### src/sv/sorted_table_binary_search_top_macros.svh
// ----------------------------------------------------------------------------
// Assertion macros for the sorted table search block
// Concurrent checks that compile away when SYNTH is defined.
// ----------------------------------------------------------------------------
`ifndef SORTED_TABLE_BINARY_SEARCH_TOP_MACROS_SVH
`define SORTED_TABLE_BINARY_SEARCH_TOP_MACROS_SVH

`ifndef SYNTH
// same-cycle implication, checked out of reset
`define STBS_ASSERT_NOW(label, clk, rst, ante, cons) \
   label: assert property (@(posedge clk) disable iff (rst) (ante) |-> (cons)) \
      else $error("stbs check failed");
// next-cycle implication, checked out of reset
`define STBS_ASSERT_NEXT(label, clk, rst, ante, cons) \
   label: assert property (@(posedge clk) disable iff (rst) (ante) |=> (cons)) \
      else $error("stbs check failed");
`else
`define STBS_ASSERT_NOW(label, clk, rst, ante, cons)
`define STBS_ASSERT_NEXT(label, clk, rst, ante, cons)
`endif

`endif

### src/sv/stbs_pkg.sv
// ----------------------------------------------------------------------------
// stbs_pkg
// Shared widths, codes and controller/datapath structs for the table search.
// ----------------------------------------------------------------------------
package stbs_pkg;

   // field widths
   localparam int VALUE_W     = 32;
   localparam int ENTRY_POS_W = 10;
   localparam int COUNT_W     = 11;
   localparam int POS_W       = 11;
   localparam int PROBE_W     = 4;
   localparam int MODE_W      = 2;
   localparam int CSR_IDX_W   = 1;
   localparam int CSR_DATA_W  = 11;

   localparam logic [PROBE_W-1:0] PROBE_MAX = 4'd15;

   // item actions
   localparam logic ACTION_WRITE  = 1'b0;
   localparam logic ACTION_SEARCH = 1'b1;

   // search modes; the spare code behaves as lower bound
   localparam logic [MODE_W-1:0] MODE_CLOSED = 2'd0;
   localparam logic [MODE_W-1:0] MODE_HALF   = 2'd1;
   localparam logic [MODE_W-1:0] MODE_LOWER  = 2'd2;

   // register indexes
   localparam logic [CSR_IDX_W-1:0] CSR_SEARCH_MODE = 1'd0;
   localparam logic [CSR_IDX_W-1:0] CSR_ENTRY_COUNT = 1'd1;

   // controller to datapath
   typedef struct packed {
      logic write;    // store the accepted word in the table
      logic start;    // load bounds for a new search
      logic probe;    // table word for the current midpoint is on the RAM output
      logic capture;  // load the result register
   } cmd_type;

   // datapath to controller
   typedef struct packed {
      logic empty;    // no entries in use
      logic done;     // current probe ends the search
   } sts_type;

endpackage

### src/sv/stbs_ctrl.sv
// ----------------------------------------------------------------------------
// stbs_ctrl
// Search sequencer and response valid flag.
// ----------------------------------------------------------------------------
`include "sorted_table_binary_search_top_macros.svh"

module stbs_ctrl (
   input  logic              clock,
   input  logic              reset,
   input  logic              req_valid,
   input  logic              req_action,
   output logic              req_ready,
   output logic              rsp_valid,
   input  logic              rsp_ready,
   output stbs_pkg::cmd_type cmd,
   input  stbs_pkg::sts_type sts
);

   typedef enum logic {
      ST_IDLE,
      ST_PROBE
   } state_type;

   state_type state_ff, state_in;
   logic      rsp_valid_ff, rsp_valid_in;
   logic      accept;

   // take a word only when idle and the result slot is free at this edge
   assign req_ready = (state_ff == ST_IDLE) && (!rsp_valid_ff || rsp_ready);
   assign accept    = req_valid && req_ready;

   assign cmd.write   = accept && (req_action == stbs_pkg::ACTION_WRITE);
   assign cmd.start   = accept && (req_action == stbs_pkg::ACTION_SEARCH);
   assign cmd.probe   = (state_ff == ST_PROBE);
   assign cmd.capture = (cmd.start && sts.empty) || (cmd.probe && sts.done);

   // next state
   always_comb begin
      state_in = state_ff;
      case (state_ff)
         ST_IDLE:  begin
            if (cmd.start && !sts.empty) begin
               state_in = ST_PROBE;
            end
         end
         ST_PROBE: begin
            if (sts.done) begin
               state_in = ST_IDLE;
            end
         end
         default:  state_in = ST_IDLE;
      endcase
   end

   assign rsp_valid_in = cmd.capture ? 1'b1 : (rsp_valid_ff && !rsp_ready);

   always_ff @(posedge clock) begin
      if (reset) begin
         state_ff     <= ST_IDLE;
         rsp_valid_ff <= 1'b0;
      end else begin
         state_ff     <= state_in;
         rsp_valid_ff <= rsp_valid_in;
      end
   end

   assign rsp_valid = rsp_valid_ff;

   `STBS_ASSERT_NOW(a_ctrl_busy, clock, reset, state_ff == ST_PROBE, !req_ready)
   `STBS_ASSERT_NOW(a_ctrl_slot, clock, reset, cmd.capture, !rsp_valid_ff || rsp_ready)
   `STBS_ASSERT_NEXT(a_ctrl_show, clock, reset, cmd.capture, rsp_valid_ff)

endmodule

### config.mk
export PLATFORM = sky130hd
export DESIGN_NAME = stbs_ctrl
export DESIGN_NICKNAME = d
export VERILOG_FILES = /design/src/sv/stbs_pkg.sv /design/src/sv/stbs_ctrl.sv
export VERILOG_INCLUDE_DIRS = /design/src /design/src/sv
export SDC_FILE = /design/constraint.sdc
export NUM_CORES = 1
export LEC_CHECK = 0
export BUFFER_PORTS_ARGS = -buffer_cell sky130_fd_sc_hd__buf_2
export CAP_MARGIN = 10
export CORE_AREA = 2 2 39 41
export CTS_CLUSTER_SIZE = 10
export DETAILED_ROUTE_END_ITERATION = 10
export DIE_AREA = 0 0 41 43
export GPL_TIMING_DRIVEN = 0
export RECOVER_POWER = 25
export SLEW_MARGIN = 10
export SYNTH_ARGS = -nofsm -noshare
export SYNTH_HDL_FRONTEND = slang
export SYNTH_SLANG_ARGS = --single-unit
export TNS_END_PERCENT = 10
### constraint.sdc
create_clock -name clock -period 1.1 [get_ports clock]
set_clock_uncertainty 0.1 [all_clocks]
set_input_delay 0.055 -clock clock [delete_from_list [all_inputs] [get_ports clock]]
set_output_delay 0.055 -clock clock [all_outputs]
set_load 0.02 [all_outputs]
# ---- Word level (Yosys, flattened, before mapping)
# Index checks and enable logic that the tools add are counted.
dict set report word_totals {
  register_bits 2
  input_bits 7
  output_inout_bits 6
  word_cells 21
}
dict set report classes {
  n_mux 4
  bitwise 2
  reduce_logical 13
}
# operator count
set ops {}
lappend ops {{$logic_and A1 B1 Y1} 8}
lappend ops {{$logic_not A1 Y1} 3}
lappend ops {{$mux W1} 3}
lappend ops {{$logic_or A1 B1 Y1} 2}
lappend ops {{$not A1 Y1} 2}
lappend ops {{$pmux W1 S2} 1}

# ---- Depth between registers and ports, before layout
dict set report depth {
  word_depth 8
  depth_mapped 3
  depth_no_buf 3
}

# ---- Worst setup path before layout
# OpenSTA, ideal clock, no wires.
dict set report synth_timing {
  path_kind {register to output}
  startpoint {register rsp_valid_ff (netlist: rsp_valid)}
  endpoint {output cmd[3] in the netlist's numbering}
  arrival_ns 1.289
  t_required_ns 0.945
  setup_slack_ns -0.344
  path_stages_with_launch 3
  n_path_buf 0
  path_cell_list {dfxtp_1 -> and2b_4 -> nor4b_1}
}
# item line_no
set synth_rtl {}
lappend synth_rtl {{start: declaration} stbs_ctrl.sv:25} ;# logic rsp_valid_ff, rsp_valid_in;
lappend synth_rtl {{start signal: assignment} stbs_ctrl.sv:63} ;# rsp_valid_ff <= rsp_valid_in;
lappend synth_rtl {{end: declaration} stbs_ctrl.sv:15} ;# output stbs_pkg::cmd_type cmd,

==> implementation parameters <==
Parameter                              Value

Run status
  Run status    complete, but fails checks
  Violations in the final reports    negative setup slack

Routing
  Average vias per placed instance    3.78
  Drc violations    0
  Initial drt markers    0
  Aggregate routed wire length    410 um
  Iteration count of the initial detailed-routing pass    1
  Number of vias in the routed layout    185
  WL per Instance    8.37 um
  Antenna-violating nets left    0

CTS
  Clock latency on the worst-skew pair    0.22 ns
  CTS tree    built
  TritonCTS Buffers    3
  Number of levels in the clock H-tree    1
  Clock tree root driver cell    sky130_fd_sc_hd__clkbuf_4
  # clock sinks    2
  Register clock-pin slew on the reported worst setup and hold paths    0.03 ns
  CTS Buffer Depth    2

Layout
  Number of standard cells in the layout, taps in and fillers out    49
  Number of inserted diodes    0
  Proportion of layout cells with a drive suffix above 1    between 70% and 80%
  Finished Core Util    22.0%
  Filler cell count in the final layout    159
  Synth-to-layout area growth    129%
  Finished Cell Area    304 sq um
  Post-layout net count    42

Timing
  PnR worst setup slack    -0.172 ns
  Slew Limit Headroom    83.8%
  Slew at the pin with the worst max-slew slack    0.244 ns
  Final hold violations    0
  Final Slew Violations    0
  Setup violations, final    4
  Shortest clock period the worst path allows after layout    1.27 ns
  Final period utilization    116%
  Maximum operating frequency    786 MHz
  Unrepaired setup endpoints after global routing    true

Global route
  Sum of overflow across all layers after global routing    0
  First-pass GRT wire length    538 um
  Maximum number of pins on one net before global-route repair    6
  Number of global-route vias before repair    162
  GRT Overall Usage    5.11%
  Antenna violations before repair    0

Critical path
  Critical path data required time    0.94 ns
  CP arrival    1.12 ns
  Startpoint type of the worst setup path    register
  Classification of the worst setup path    reg -> out
  Number of buffer and inverter stages on the critical path    1
  Worst path cell trace    and2b_4 > nor2_4 > a22o_2 > buf_6
  Crit-path max FO    5
  Sort of element at the end of the critical path    primary output
  Standard cell with the maximum stage delay on the critical path    sky130_fd_sc_hd__dfxtp_2
  Worst path top cell family by delay    flip-flops
  Delay of the slowest critical-path stage    about 0.31 ns

Power
  Clock network fraction of total power    49.1%
  Sequential power share    23.9%
  Cell internal power dissipation    0.000241 W
  Psw    0.0000828 W
  Logic gate share of total power    27.0%
  Switching portion of total power    25.6%
  Pwr per Cell Area    around 1100 mW/mm^2
  Leakage power of the design    between 0.1 and 0.15 nW
  Maximum resistive drop on vdd    152 uV

Yosys
  Synthesized instance count    15
  Number of unique standard cell types used by synthesis    12
  Leading post-synthesis cells by cell area    sky130_fd_sc_hd__dfxtp_1 (30%), sky130_fd_sc_hd__a21oi_1 (7.5%), sky130_fd_sc_hd__a22o_2 (7.5%), sky130_fd_sc_hd__and2b_4 (7.5%), sky130_fd_sc_hd__a21oi_2 (6.6%)
  Synthesized area    133 sq um
  Mean cell area of the mapped netlist    8.84 sq um
  Sequential cell area fraction in the yosys report    30.2%
  Synth warn    0
  Synth top area share    30.2%
  Synthesized Nets    22
  Flops & latches, synth    2
  Leading area contributor after synthesis    sky130_fd_sc_hd__dfxtp_1

Placed design
  Setup slack after placement    -0.117 ns
  Number of port buffers    12
  Area after DPL    226 sq um
  Number of cells after detailed placement    43
  HPWL after DPL    300 um
  Final estimated routing congestion in global placement    0.480

Floorplan
  Die span in x    approximately 40 um
  Initial core utilization    9.58%
  Number of cell rows    14
  Die area    0.00176 sq mm
  Core region area    0.00138 sq mm
  Chip Height    43 um
  Top Ports    13

Run
  Max-capacitance violation count    0

Worst hold path
  Hold WC Path Type    in -> reg
## worst min-delay path, delay by kind of cell
family,cells,cell delay (ns)
buffers and inverters,1,0.11
AND/OR/NAND/NOR,1,0.08
AO/OA/AOI/OAI,1,0.06
## state kept, by name, summed over array words and instances, names as in the netlist
register	count
rsp_valid	1
state_ff	1
## final timing paths
kind,start,to,slack (ns),cells past startpoint
max,rsp_valid,cmd[0],-0.17,4
min,sts[1],rsp_valid,0.03,3
max reg2reg,state_ff,state_ff,-0.07,3
min reg2reg,state_ff,rsp_valid,0.56,3
## cell families after synthesis
logic type	count (synthesis)	synth area share, %
compound gates	4	21.7
buf+inv	1	5.66
flops	2	30.2
simple gates	8	42.5
## what timing repair did
action / in CTS / in global routing
gates resized for setup: 6 / 4
setup buffers: 2 / 0
hold buffers: 1 / 0
setup endpoints to repair: 6 / 6
hold endpoints to repair: 2 / 0
## synthesized netlist by cell type
cell type	number
sky130_fd_sc_hd__buf_4	1
sky130_fd_sc_hd__dfxtp_1	2
sky130_fd_sc_hd__nor2_1	2
sky130_fd_sc_hd__nand4b_1	1
sky130_fd_sc_hd__or3_1	1
sky130_fd_sc_hd__a21oi_1	2
sky130_fd_sc_hd__a22o_2	1
sky130_fd_sc_hd__and2b_4	1
sky130_fd_sc_hd__nand3b_1	1
sky130_fd_sc_hd__or2b_1	1
sky130_fd_sc_hd__nor4b_1	1
sky130_fd_sc_hd__a21oi_2	1
## per-stage QoR
step | TNS [ns] | hold slack, ns | total power, W
6_report | -0.471 | 0.0327 | 0.000323
5_1_grt | -0.735 | 0.0299 | 0.000347
4_1_cts | -0.545 | 0.0259 | 0.000328
3_5_place_dp | -0.188 | 0.136 | 0.000148
3_3_place_gp | -0.183 | 0.137 | 0.000148
2_1_floorplan | -0.184 | 0.0174 | 0.000120
## metal layers
| layer | vias up | global-route usage (%) | wire [um] |
|---|---|---|---|
| met4 | 0 | 8.00 | 0 |
| met3 | 0 | 1.57 | 24 |
| met1 | 85 | 3.83 | 149 |
| met2 | 7 | 7.50 | 237 |
| met5 | - | 0 | 0 |
| li1 | 93 | - | - |
## power by group through the flow
stage / Combinational, W / Clock, W / Sequential [W]
finish: 0.0000872 / 0.000159 / 0.0000773
CTS: 0.0000809 / 0.000170 / 0.0000772
global placement: 0.0000670 / 0 / 0.0000807
floorplan: 0.0000377 / 0 / 0.0000827
detailed placement: 0.0000675 / 0 / 0.0000808
global route: 0.0000933 / 0.000176 / 0.0000777
## placed cells by master, fill, tap and decap left out
cell	n
sky130_fd_sc_hd__buf_2	7
sky130_fd_sc_hd__buf_4	5
sky130_fd_sc_hd__clkbuf_4	3
sky130_fd_sc_hd__a21oi_1	2
sky130_fd_sc_hd__buf_6	2
sky130_fd_sc_hd__and2b_4	1
sky130_fd_sc_hd__nand3b_1	1
sky130_fd_sc_hd__nor2_4	1
sky130_fd_sc_hd__a22o_2	1
sky130_fd_sc_hd__nor2_1	1
sky130_fd_sc_hd__nor4b_4	1
sky130_fd_sc_hd__or3_1	1
sky130_fd_sc_hd__or2b_1	1
sky130_fd_sc_hd__a21oi_2	1
sky130_fd_sc_hd__nand4b_1	1
sky130_fd_sc_hd__dlygate4sd3_1	1
sky130_fd_sc_hd__clkbuf_1	1
sky130_fd_sc_hd__dfxtp_2	1
sky130_fd_sc_hd__dfxtp_4	1
## final cells by class
cell class                      instances  area (sq um)  share of cell area, %
Timing Repair Buffer                   15           101                   33.3
Buffer                                  1          7.51                   2.47
Tap cell                               16          20.0                   6.58
Multi-Input combinational cell         12           108                   35.4
Clock buffer                            3          22.5                   7.41
Sequential cell                         2          45.0                   14.8
No activity file was read; power rests on OpenSTA's default activity.
